### config.mk
export PLATFORM = sky130hd
export DESIGN_NAME = cluster_medoid_select_top
export DESIGN_NICKNAME = d
export VERILOG_FILES = /design/src/rtl/cms_pkg.sv /design/src/rtl/cms_root_cell.sv /design/src/rtl/cluster_medoid_select_top.sv
export SDC_FILE = /design/constraint.sdc
export NUM_CORES = 2
export LEC_CHECK = 0
export BUFFER_PORTS_ARGS = -buffer_cell sky130_fd_sc_hd__buf_2
export CORE_MARGIN = 3
export CORE_UTILIZATION = 50
export CTS_CLUSTER_SIZE = 12
export DETAILED_ROUTE_END_ITERATION = 8
export GPL_TIMING_DRIVEN = 0
export HOLD_SLACK_MARGIN = 0.15
export PLACE_DENSITY = 0.65
export SYNTH_ARGS = -nofsm -noshare
export SYNTH_HDL_FRONTEND = slang
export SYNTH_SLANG_ARGS = --single-unit
### constraint.sdc
create_clock -name clk -period 12.15 [get_ports clk]
set_input_delay 0 -clock clk [delete_from_list [all_inputs] [get_ports clk]]
set_output_delay 0 -clock clk [all_outputs]
set_load 0.005 [all_outputs]
### src/rtl/cms_pkg.sv
package cms_pkg;

  localparam int MaxMembers = 64;
  localparam int CoordBits  = 10;
  localparam int FracBits   = 8;
  localparam int IdxBits    = 6;
  localparam int CntBits    = 7;
  localparam int TotBits    = 25;
  // squared distance, padded to a whole number of digit pairs
  localparam int SqBits     = 2 * CoordBits + 2;
  // root has CoordBits+1 integer bits plus FracBits fraction
  localparam int RootBits   = CoordBits + 1 + FracBits;
  localparam int RemBits    = RootBits + 2;
  localparam int RootSteps  = RootBits;
  localparam logic [TotBits-1:0] TotMax = '1;

  typedef struct packed {
    logic [CoordBits-1:0] point_x;
    logic [CoordBits-1:0] point_y;
    logic                 last_point;
  } in_req_t;

  typedef struct packed {
    logic [CoordBits-1:0] medoid_x;
    logic [CoordBits-1:0] medoid_y;
    logic [IdxBits-1:0]   medoid_index;
    logic [TotBits-1:0]   distance_total;
    logic                 overflowed;
  } out_res_t;

  // data carried from cell to cell of the root chain
  typedef struct packed {
    logic                vld;
    logic                last;
    logic [SqBits-1:0]   val;
    logic [RemBits-1:0]  rem;
    logic [RootBits-1:0] root;
  } cell_bus_t;

endpackage

### src/rtl/cms_root_cell.sv
// One digit of the bit-serial square root, registered.
module cms_root_cell (
  input  logic                clk,
  input  logic                rst_n,
  input  logic [5:0]          step_i,
  input  cms_pkg::cell_bus_t  d_i,
  output cms_pkg::cell_bus_t  d_o
);
  import cms_pkg::*;

  logic [1:0]         pair;
  logic [RemBits-1:0] rem_sh, trial;
  cell_bus_t          q_nxt, q_r;

  always_comb begin
    pair = 2'b00;
    if (step_i < 6'(SqBits / 2)) begin
      pair = d_i.val[SqBits-1 -: 2];
    end
    rem_sh = {d_i.rem[RemBits-3:0], pair};
    trial  = {d_i.root[RootBits-1:0], 2'b01};
    q_nxt      = d_i;
    q_nxt.val  = {d_i.val[SqBits-3:0], 2'b00};
    if (rem_sh >= trial) begin
      q_nxt.rem  = rem_sh - trial;
      q_nxt.root = {d_i.root[RootBits-2:0], 1'b1};
    end else begin
      q_nxt.rem  = rem_sh;
      q_nxt.root = {d_i.root[RootBits-2:0], 1'b0};
    end
  end

  always_ff @(posedge clk) begin
    if (!rst_n) begin
      q_r.vld <= 1'b0;
    end else begin
      q_r.vld <= d_i.vld;
    end
    q_r.last <= d_i.last;
    q_r.val  <= q_nxt.val;
    q_r.rem  <= q_nxt.rem;
    q_r.root <= q_nxt.root;
  end

  assign d_o = q_r;
endmodule

### src/rtl/cluster_medoid_select_top.sv
// A cluster's result follows its last request once every pair distance has passed the root chain.
// Throughput: one request per cycle while loading; the medoid search sends one
// pair distance into the 19-cell root chain each cycle; busy refuses requests meanwhile.
// Reset (rst_n, synchronous, active low) empties the cluster; the point store
// is not cleared. Results are strobed for one cycle; the receiver cannot stall.
module cluster_medoid_select_top (
  input  logic              clk,
  input  logic              rst_n,
  input  logic              start,
  output logic              busy,
  input  cms_pkg::in_req_t  in_req,
  output logic              out_valid,
  output cms_pkg::out_res_t out_res
);
  import cms_pkg::*;

  typedef enum logic [2:0] {
    ST_LOAD = 3'b001, ST_RUN = 3'b010, ST_DONE = 3'b100
  } state_t;

  state_t               state_r, state_nxt;
  logic [CoordBits*2-1:0] store [MaxMembers];
  logic [CntBits-1:0]   count_r;
  logic                 ovf_r;
  logic [IdxBits-1:0]   j_r, k_r;
  logic                 issue_r;
  logic [CoordBits*2-1:0] pa_r, pb_r;
  logic                 pv_r, plast_r;
  logic [SqBits-1:0]    sq_r;
  logic                 sv_r, slast_r;
  logic [IdxBits-1:0]   sj_r, pj_r;
  logic [TotBits:0]     sum_r;
  logic [TotBits-1:0]   best_r;
  logic [IdxBits-1:0]   bidx_r;
  logic                 fin_r;
  logic                 accept;
  cell_bus_t            chain [RootSteps+1];
  logic [IdxBits-1:0]   jpipe [RootSteps+1];
  logic [CoordBits-1:0] dx, dy;

  function automatic logic [TotBits-1:0] sat(input logic [TotBits:0] a,
                                             input logic [RootBits-1:0] b);
    logic [TotBits+1:0] s;
    s = {1'b0, a} + (TotBits+2)'(b);
    return (s > (TotBits+2)'(TotMax)) ? TotMax : s[TotBits-1:0];
  endfunction

  assign accept = start && !busy;
  assign busy   = (state_r != ST_LOAD);

  // store writes and reads; port a fetches the medoid once the search is over
  always_ff @(posedge clk) begin
    if (accept && count_r < CntBits'(MaxMembers)) begin
      store[count_r[IdxBits-1:0]] <= {in_req.point_y, in_req.point_x};
    end
    pa_r <= store[issue_r ? j_r : bidx_r];
    pb_r <= store[k_r];
  end

  always_comb begin
    state_nxt = state_r;
    unique case (state_r)
      ST_LOAD: if (accept && in_req.last_point) state_nxt = ST_RUN;
      ST_RUN:  if (fin_r) state_nxt = ST_DONE;
      ST_DONE: state_nxt = ST_LOAD;
      default: state_nxt = ST_LOAD;
    endcase
  end

  // squared distance stage
  always_comb begin
    dx = (pa_r[CoordBits-1:0] > pb_r[CoordBits-1:0]) ?
         pa_r[CoordBits-1:0] - pb_r[CoordBits-1:0] : pb_r[CoordBits-1:0] - pa_r[CoordBits-1:0];
    dy = (pa_r[2*CoordBits-1:CoordBits] > pb_r[2*CoordBits-1:CoordBits]) ?
         pa_r[2*CoordBits-1:CoordBits] - pb_r[2*CoordBits-1:CoordBits] :
         pb_r[2*CoordBits-1:CoordBits] - pa_r[2*CoordBits-1:CoordBits];
  end

  always_ff @(posedge clk) begin
    sq_r <= SqBits'(dx) * SqBits'(dx) + SqBits'(dy) * SqBits'(dy);
    sj_r <= pj_r;
    if (!rst_n) begin
      state_r <= ST_LOAD;
      count_r <= '0;
      ovf_r   <= 1'b0;
      issue_r <= 1'b0;
      j_r     <= '0;
      k_r     <= '0;
      pv_r    <= 1'b0;
      sv_r    <= 1'b0;
      sum_r   <= '0;
      best_r  <= TotMax;
      bidx_r  <= '0;
      fin_r   <= 1'b0;
    end else begin
      state_r <= state_nxt;
      fin_r   <= 1'b0;
      if (accept) begin
        if (count_r < CntBits'(MaxMembers)) count_r <= count_r + 1'b1;
        else ovf_r <= 1'b1;
        if (in_req.last_point) begin
          issue_r <= 1'b1;
          j_r     <= '0;
          k_r     <= '0;
        end
      end
      // pair issue: j outer, k inner
      pv_r    <= issue_r;
      plast_r <= issue_r && ({1'b0, k_r} == count_r - 1'b1);
      pj_r    <= j_r;
      if (issue_r) begin
        if ({1'b0, k_r} == count_r - 1'b1) begin
          k_r <= '0;
          if ({1'b0, j_r} == count_r - 1'b1) issue_r <= 1'b0;
          else j_r <= j_r + 1'b1;
        end else begin
          k_r <= k_r + 1'b1;
        end
      end
      sv_r    <= pv_r;
      slast_r <= plast_r;
      // accumulate chain output
      if (chain[RootSteps].vld) begin
        if (chain[RootSteps].last) begin
          if (sat(sum_r, chain[RootSteps].root) < best_r) begin
            best_r <= sat(sum_r, chain[RootSteps].root);
            bidx_r <= jpipe[RootSteps];
          end
          sum_r <= '0;
          if (jpipe[RootSteps] == IdxBits'(count_r - 1'b1)) fin_r <= 1'b1;
        end else begin
          sum_r <= {1'b0, sat(sum_r, chain[RootSteps].root)};
        end
      end
      if (state_r == ST_DONE) begin
        count_r <= '0;
        ovf_r   <= 1'b0;
        best_r  <= TotMax;
        bidx_r  <= '0;
      end
    end
  end

  // root chain
  assign chain[0] = '{vld: sv_r, last: slast_r, val: sq_r, rem: '0, root: '0};
  assign jpipe[0] = sj_r;
  for (genvar g = 0; g < RootSteps; g++) begin : g_cell
    cms_root_cell u_cell (
      .clk(clk), .rst_n(rst_n), .step_i(6'(g)), .d_i(chain[g]), .d_o(chain[g+1])
    );
    always_ff @(posedge clk) jpipe[g+1] <= jpipe[g];
  end

  // result: store read of the medoid lands in DONE
  assign out_valid = (state_r == ST_DONE);
  always_comb begin
    out_res.medoid_x       = pa_r[CoordBits-1:0];
    out_res.medoid_y       = pa_r[2*CoordBits-1:CoordBits];
    out_res.medoid_index   = bidx_r;
    out_res.distance_total = best_r;
    out_res.overflowed     = ovf_r;
  end
endmodule
=== Word level (Yosys, flattened, before mapping) ===
Memories as Yosys holds them, arrays and structs flattened. A register that Yosys moved wholly into a read port is not among the register bits.
Cells that the tools add are included.

* Memory bits (writable): 1280
* Logic and storage cells: 253
* Flip-flop bits (word level): 1068
* Output and inout port bits: 54
* Memories kept: 1

* Bitwise operators: 2
* Multiply operators: 2
* Equal/unequal tests: 9
* Reductions and logical operators: 14
* $lt $le $gt $ge: 24
* Multiplexer cells: 44
* $add $sub $neg: 28

{| class="wikitable"
|+ Memories
! memory !! depth !! width !! rd ports !! clocked after Yosys merged registers in !! write ports !! RTL line !! RTL
|-
| store || 64 || 20 || 2 || 2 || 1 || cluster_medoid_select_top.sv:22 || <nowiki>logic [CoordBits*2-1:0] store [MaxMembers];</nowiki>
|}

{| class="wikitable"
|+ Operators with widths
! cell !! count
|-
| two-way mux 38 bit || 17
|-
| >= comparator 21 bit || 18
|-
| subtractor 19 bit || 17
|-
| two-way mux 6 bit || 10
|-
| two-way mux 25 bit || 2
|-
| multiplier 10 x 10 -> 20 bit || 2
|-
| subtractor 10 bit || 4
|-
| adder 26 x 19 -> 27 bit || 1
|-
| greater-than comparator 27 x 25 -> 1 bit, second input constant || 1
|-
| less-than comparator 25 bit || 1
|-
| adder 20 x 20 -> 21 bit || 1
|-
| two-way mux 21 bit || 1
|-
| greater-than comparator 10 bit || 2
|-
| two-way mux 10 bit || 2
|-
| equality test 6 x 7 -> 1 bit || 2
|-
| adder 6 x 1 -> 6 bit, second input constant || 2
|-
| two-way mux 1 bit || 9
|-
| AND reduction 2 bit || 4
|-
| adder 7 x 1 -> 7 bit, second input constant || 1
|-
| less-than comparator 7 bit, second input constant || 1
|-
| subtractor 7 x 1 -> 7 bit, second input constant || 1
|-
| equality test 6 bit || 1
|-
| two-way mux 3 bit || 2
|-
| one-hot mux 3 bit (2 select lines) || 1
|-
| 13 further kinds || 20
|}

=== Logic depth before layout (Yosys ltp) ===
* Word-level depth: 7
* Mapped depth: 37

=== Hierarchy ===
From an unflattened synthesis, not the netlist that was laid out.

* Cells, all modules: 9518
* Area total of the unflattened synthesis: 127138.2 µm²

{| class="wikitable"
|+ Modules (own cells, without submodules)
! module !! area each (µm²) !! instances !! cells an instance !! seq. area each (µm²)
|-
| cluster_medoid_select_top || 75765.2 || 1 || 4521 || 43962.2
|-
| cms_root_cell || 2703.8 || 19 || 263 || 1241.2
|}

=== Worst setup path after synthesis ===
OpenSTA, ideal clock, no wires.

* Path kind: flip-flop to flip-flop
* Start: register pa_r[17] (read register of store)
* End: register sq_r[20]
* Arrival time: 8361 ps
* Path buffers: 2
* Stages on the path, launching flop included: 33
* Period minus slack after synthesis: 8481 ps
* Slack: 3669 ps
* Library setup time: 120 ps
* Path through: dfxtp_1 inv_1 ha_1 buf_2 nand4_1 or3_1 o21ai_0 nand2_2 buf_6 mux2i_1 o21bai_1 a21oi_1 o21ai_0 xor2_1 nand2_1 fa_1 fa_1 inv_1 fa_1 fa_1 fa_1 fa_1 inv_1 fa_1 inv_1 ha_1 o41ai_1 o2111ai_1 a31oi_1 o21bai_1 a21oi_1 a21oi_1 xnor2_1

* Word-level cells in the longest chain between the ends: 4

{| class="wikitable"
|+ Ends and longest elaborated chain
! element !! RTL line !! RTL
|-
| from (decl) || cluster_medoid_select_top.sv:27 || <nowiki>logic [CoordBits*2-1:0] pa_r, pb_r;</nowiki>
|-
| subtractor 10 bit (tied with other cells) || cluster_medoid_select_top.sv:76 || <nowiki>pb_r[2*CoordBits-1:CoordBits] - pa_r[2*CoordBits-1:CoordBits];</nowiki>
|-
| two-way mux 10 bit * || cluster_medoid_select_top.sv:74 || <nowiki>dy = (pa_r[2*CoordBits-1:CoordBits] > pb_r[2*CoordBits-1:CoordBits]) ?</nowiki>
|-
| multiplier 10 x 10 -> 20 bit * || cluster_medoid_select_top.sv:80 || <nowiki>sq_r <= SqBits'(dx) * SqBits'(dx) + SqBits'(dy) * SqBits'(dy);</nowiki>
|-
| adder 20 x 20 -> 21 bit * || cluster_medoid_select_top.sv:80 ||
|-
| to (signal assigned) || cluster_medoid_select_top.sv:80 ||
|-
| to (decl) || cluster_medoid_select_top.sv:29 || <nowiki>logic [SqBits-1:0] sq_r;</nowiki>
|}

Every way passes the cells marked *; elsewhere a longest branch is shown, timed or not.
A chain may end at the register's enable or synchronous reset.

=== Final worst setup path ===
* Start: register pa_r[0] (read register of store)
* End: register sq_r[20]

* Word-level cells in the longest chain between the ends: 4

{| class="wikitable"
|+ Ends and longest elaborated chain
! element !! RTL line !! RTL
|-
| subtractor 10 bit or greater-than comparator 10 bit (tied branches) || cluster_medoid_select_top.sv:73, cluster_medoid_select_top.sv:72 ||
|-
| two-way mux 10 bit * || cluster_medoid_select_top.sv:72 || <nowiki>dx = (pa_r[CoordBits-1:0] > pb_r[CoordBits-1:0]) ?</nowiki>
|-
| multiplier 10 x 10 -> 20 bit * || cluster_medoid_select_top.sv:80 ||
|-
| adder 20 x 20 -> 21 bit * || cluster_medoid_select_top.sv:80 ||
|}

Marks and branches as above.

==> reports/qor.csv <==
stage,metric,value,unit
timing,"Min Clock Period, post-route",10040,ps
critical_path,Crit Path Class,flip-flop to flip-flop,
clocking,worst skew pair latency,850,ps
clocking,Post-CTS Hold Fix Bufs,29,
synth,Mapped Nets,7480,
die,Die Ht,454,µm
status,violated checks,"max-capacitance violations, max-slew violations",
timing,Worst-Margin Slew,1530,ps
critical_path,CP max stage delay,900,ps
placement,# port buffers,77,
timing,Rel. slew slack,-1.82,%
final_layout,# nets final,7862,
status,status,"finished, violations left",
die,IO Count,78,
final_layout,"leading cell type in the layout, fill and taps excluded",edfxtp_1,
die,die area,0.206,mm²
clocking,CTS tree,yes,
min_path,HP Start,in_req[0],
critical_path,CP Data Arrival Time,10790,ps
timing,TNS Setup,0,ps
critical_path,Crit Path Max Fanout,10,
clocking,H-tree depth,4,
final_layout,fill count,15600,
grt,vias in the first global route,61600,
synth,#FFs+latches synth,2199,
critical_path,Critical path origin,pa_r[0],
critical_path,most used cell along the critical path,inv_1,
timing,RSZ-0062 raised after global routing,false,
synth,Post-synth top flop,edfxtp_1,
clocking,cts repair resizes,0,
route,post-DR wirelength/cell,26.2,µm
synth,Syn Std Cell Area,0.100,mm²
clocking,# Post-CTS Setup Buffers,0,
job,MaxCap Viol Count,2,
clocking,Max clock buf depth,3,
critical_path,nature of the critical path startpoint,flip-flop,
final_layout,fraction of layout cells with a size suffix above 1,18.9,%
clocking,CTS root buf,clkbuf_16,
synth,Yosys warnings,0,
synth,post-synthesis cell type count,83,
grt,initial antenna violation count,21,
route,Iter 0 DRT Violations,6793,
route,Met3 Wirelength,24300,µm
critical_path,Worst Path Buf+Inv,9,
synth,number of synthesized flops with an enable pin,1288,
route,vias per std cell,6.04,
critical_path,reg-to-reg startpoint,pa_r[0],
clocking,Num CTS Buffers,225,
timing,Setup-failing EPs final,0,
timing,Layout Skew,51.6,ps
route,drc violations,0,
critical_path,CP Capture Type,flip-flop,
die,die width,454,µm
final_layout,area grow syn2layout,12.2,%
placement,Final Wtd Congestion,0.991,
die,initial core utilization,50.6,%
die,Core ar.,0.198,mm²
route,highest metal used,met5,
timing,Final Hold Fails,0,
route,drt first pass iters,6,
route,met2 routed WL,125000,µm
clocking,clk sinks,2199,
critical_path,Critical Path RT,12900,ps
timing,fmax,99.6,MHz
die,cell row count,163,
timing,Pins Over Slew Limit,22,
final_layout,most frequent cells in the layout,"1,288 x edfxtp_1, 911 x dfxtp_1, 740 x mux4_2",
route,metal1 wirelength,100000,µm
critical_path,Crit-path slowest cell,xnor2_1,
synth,sequential share of the synthesized area,56.7,%
route,remaining antenna violation count after routing,0,
placement,detailed placement HPWL,190000,µm
grt,GRT Overall Usage,25.8,%
grt,first-pass GRT wire length,393000,µm
route,drt total wl,266000,µm
clocking,Clock transition at path regs,70,ps
synth,Mean Syn Cell Area,14.4,µm²
grt,largest net degree at the start of global routing,65,
route,via count,61400,
synth,fraction of registers with async set or reset after synthesis,0,%
synth,Mapped Cells,6950,
critical_path,Crit path max-delay family,adder cells,
timing,Tcrit/Tclk final,82.6,%
min_path,hold crit path type,input pin to flip-flop,
grt,GR Overflow Total,0,
[area by class of cell]
cell class              count  area, µm²  share of cell area [%]
clock buffers             323       6300                    5.60
multi-input cells        3925      40500                    36.0
flip-flops and latches   2199      56900                    50.6
diodes                      9       22.5                  0.0200
well taps                2640       3300                    2.93
plain buffers             318       1300                    1.15
clock inverters            74        728                   0.647
repair buffers            155       1610                    1.43
inverters                 508       1910                    1.69
[logic make-up after synthesis]
group / synth area share, %
flip-flops: 56.7
AND/OR/NAND/NOR: 6.55
AO/OA/AOI/OAI: 5.96
multiplexers: 17.6
buffers and inverters: 3.19
adder cells (fa/ha/maj): 7.38
XOR/XNOR: 2.57
other: 0.00374
[synth_stat cells, drive strengths merged (33+ instances only)]
cell type | n | area (µm²)
dfxtp | 911 | 18200
nand3 | 62 | 310
mux2 | 65 | 736
clkbuf | 206 | 773
o211ai | 33 | 248
mux4 | 740 | 16700
edfxtp | 1288 | 38700
nor3 | 98 | 490
inv | 506 | 1900
a21oi | 280 | 1410
buf | 112 | 519
nand2 | 410 | 1540
nor2b | 86 | 538
a31oi | 55 | 350
a211oi | 113 | 848
a311oi | 44 | 385
nor2 | 339 | 1280
nand2b | 60 | 383
xnor2 | 177 | 1560
xor2 | 116 | 1020
o21ai | 165 | 830
fa | 143 | 2860
a21o | 72 | 542
o21a | 47 | 353
and2 | 114 | 713
ha | 363 | 4540
[metal layers]
metal | GRT usage (%) | vias up
li1 | - | 26900
met5 | 0 | -
met4 | 14.3 | 4
met1 | 32.3 | 30800
met3 | 6.53 | 658
met2 | 41.2 | 2921
[final timing paths]
kind,depth (start not counted),slack [ps],end
max,34,2110,sq_r[20]
max reg2reg,34,2110,sq_r[20]
min,4,260,issue_r
min reg2reg,0,310,g_cell[9].u_cell.d_o[61]
[registers in the layout, summed over array words and instances (netlist names), 7 cells and up]
name / cells
sum_r: 25
pa_r: 20
pb_r: 20
sq_r: 21
g_cell.u_cell.d_o: 647
count_r: 7
best_r: 25
jpipe: 114
store: 1280
[per-stage QoR]
stage / utilization (%) / setup WS [ps] / cell area (µm²) / hold slack [ps] / instances
5_1_grt: 56.7 / 1500 / 113000 / 263 / 10100
3_3_place_gp: 52.4 / 2100 / 104000 / 307 / 9667
2_1_floorplan: - / 3670 / 100000 / 98.9 / 6950
6_report: 56.7 / 2110 / 113000 / 255 / 10200
4_1_cts: 56.7 / 2080 / 113000 / 210 / 10100
3_5_place_dp: 53.0 / 2100 / 105000 / 310 / 9715
[worst reg2reg max path: cells and delay by family, from the launching register on]
| family | cells | cell delay (ps) |
|---|---|---|
| compound gates | 9 | 2370 |
| simple gates | 4 | 770 |
| flops | 1 | 470 |
| mux | 1 | 370 |
| xor+xnor | 2 | 1030 |
| buf+inv | 9 | 1170 |
| fa+ha+maj | 9 | 3770 |
Power is left out: the tool's default activity adds up to more than one toggle a clock period on the data nets, which glitch-free logic cannot reach.
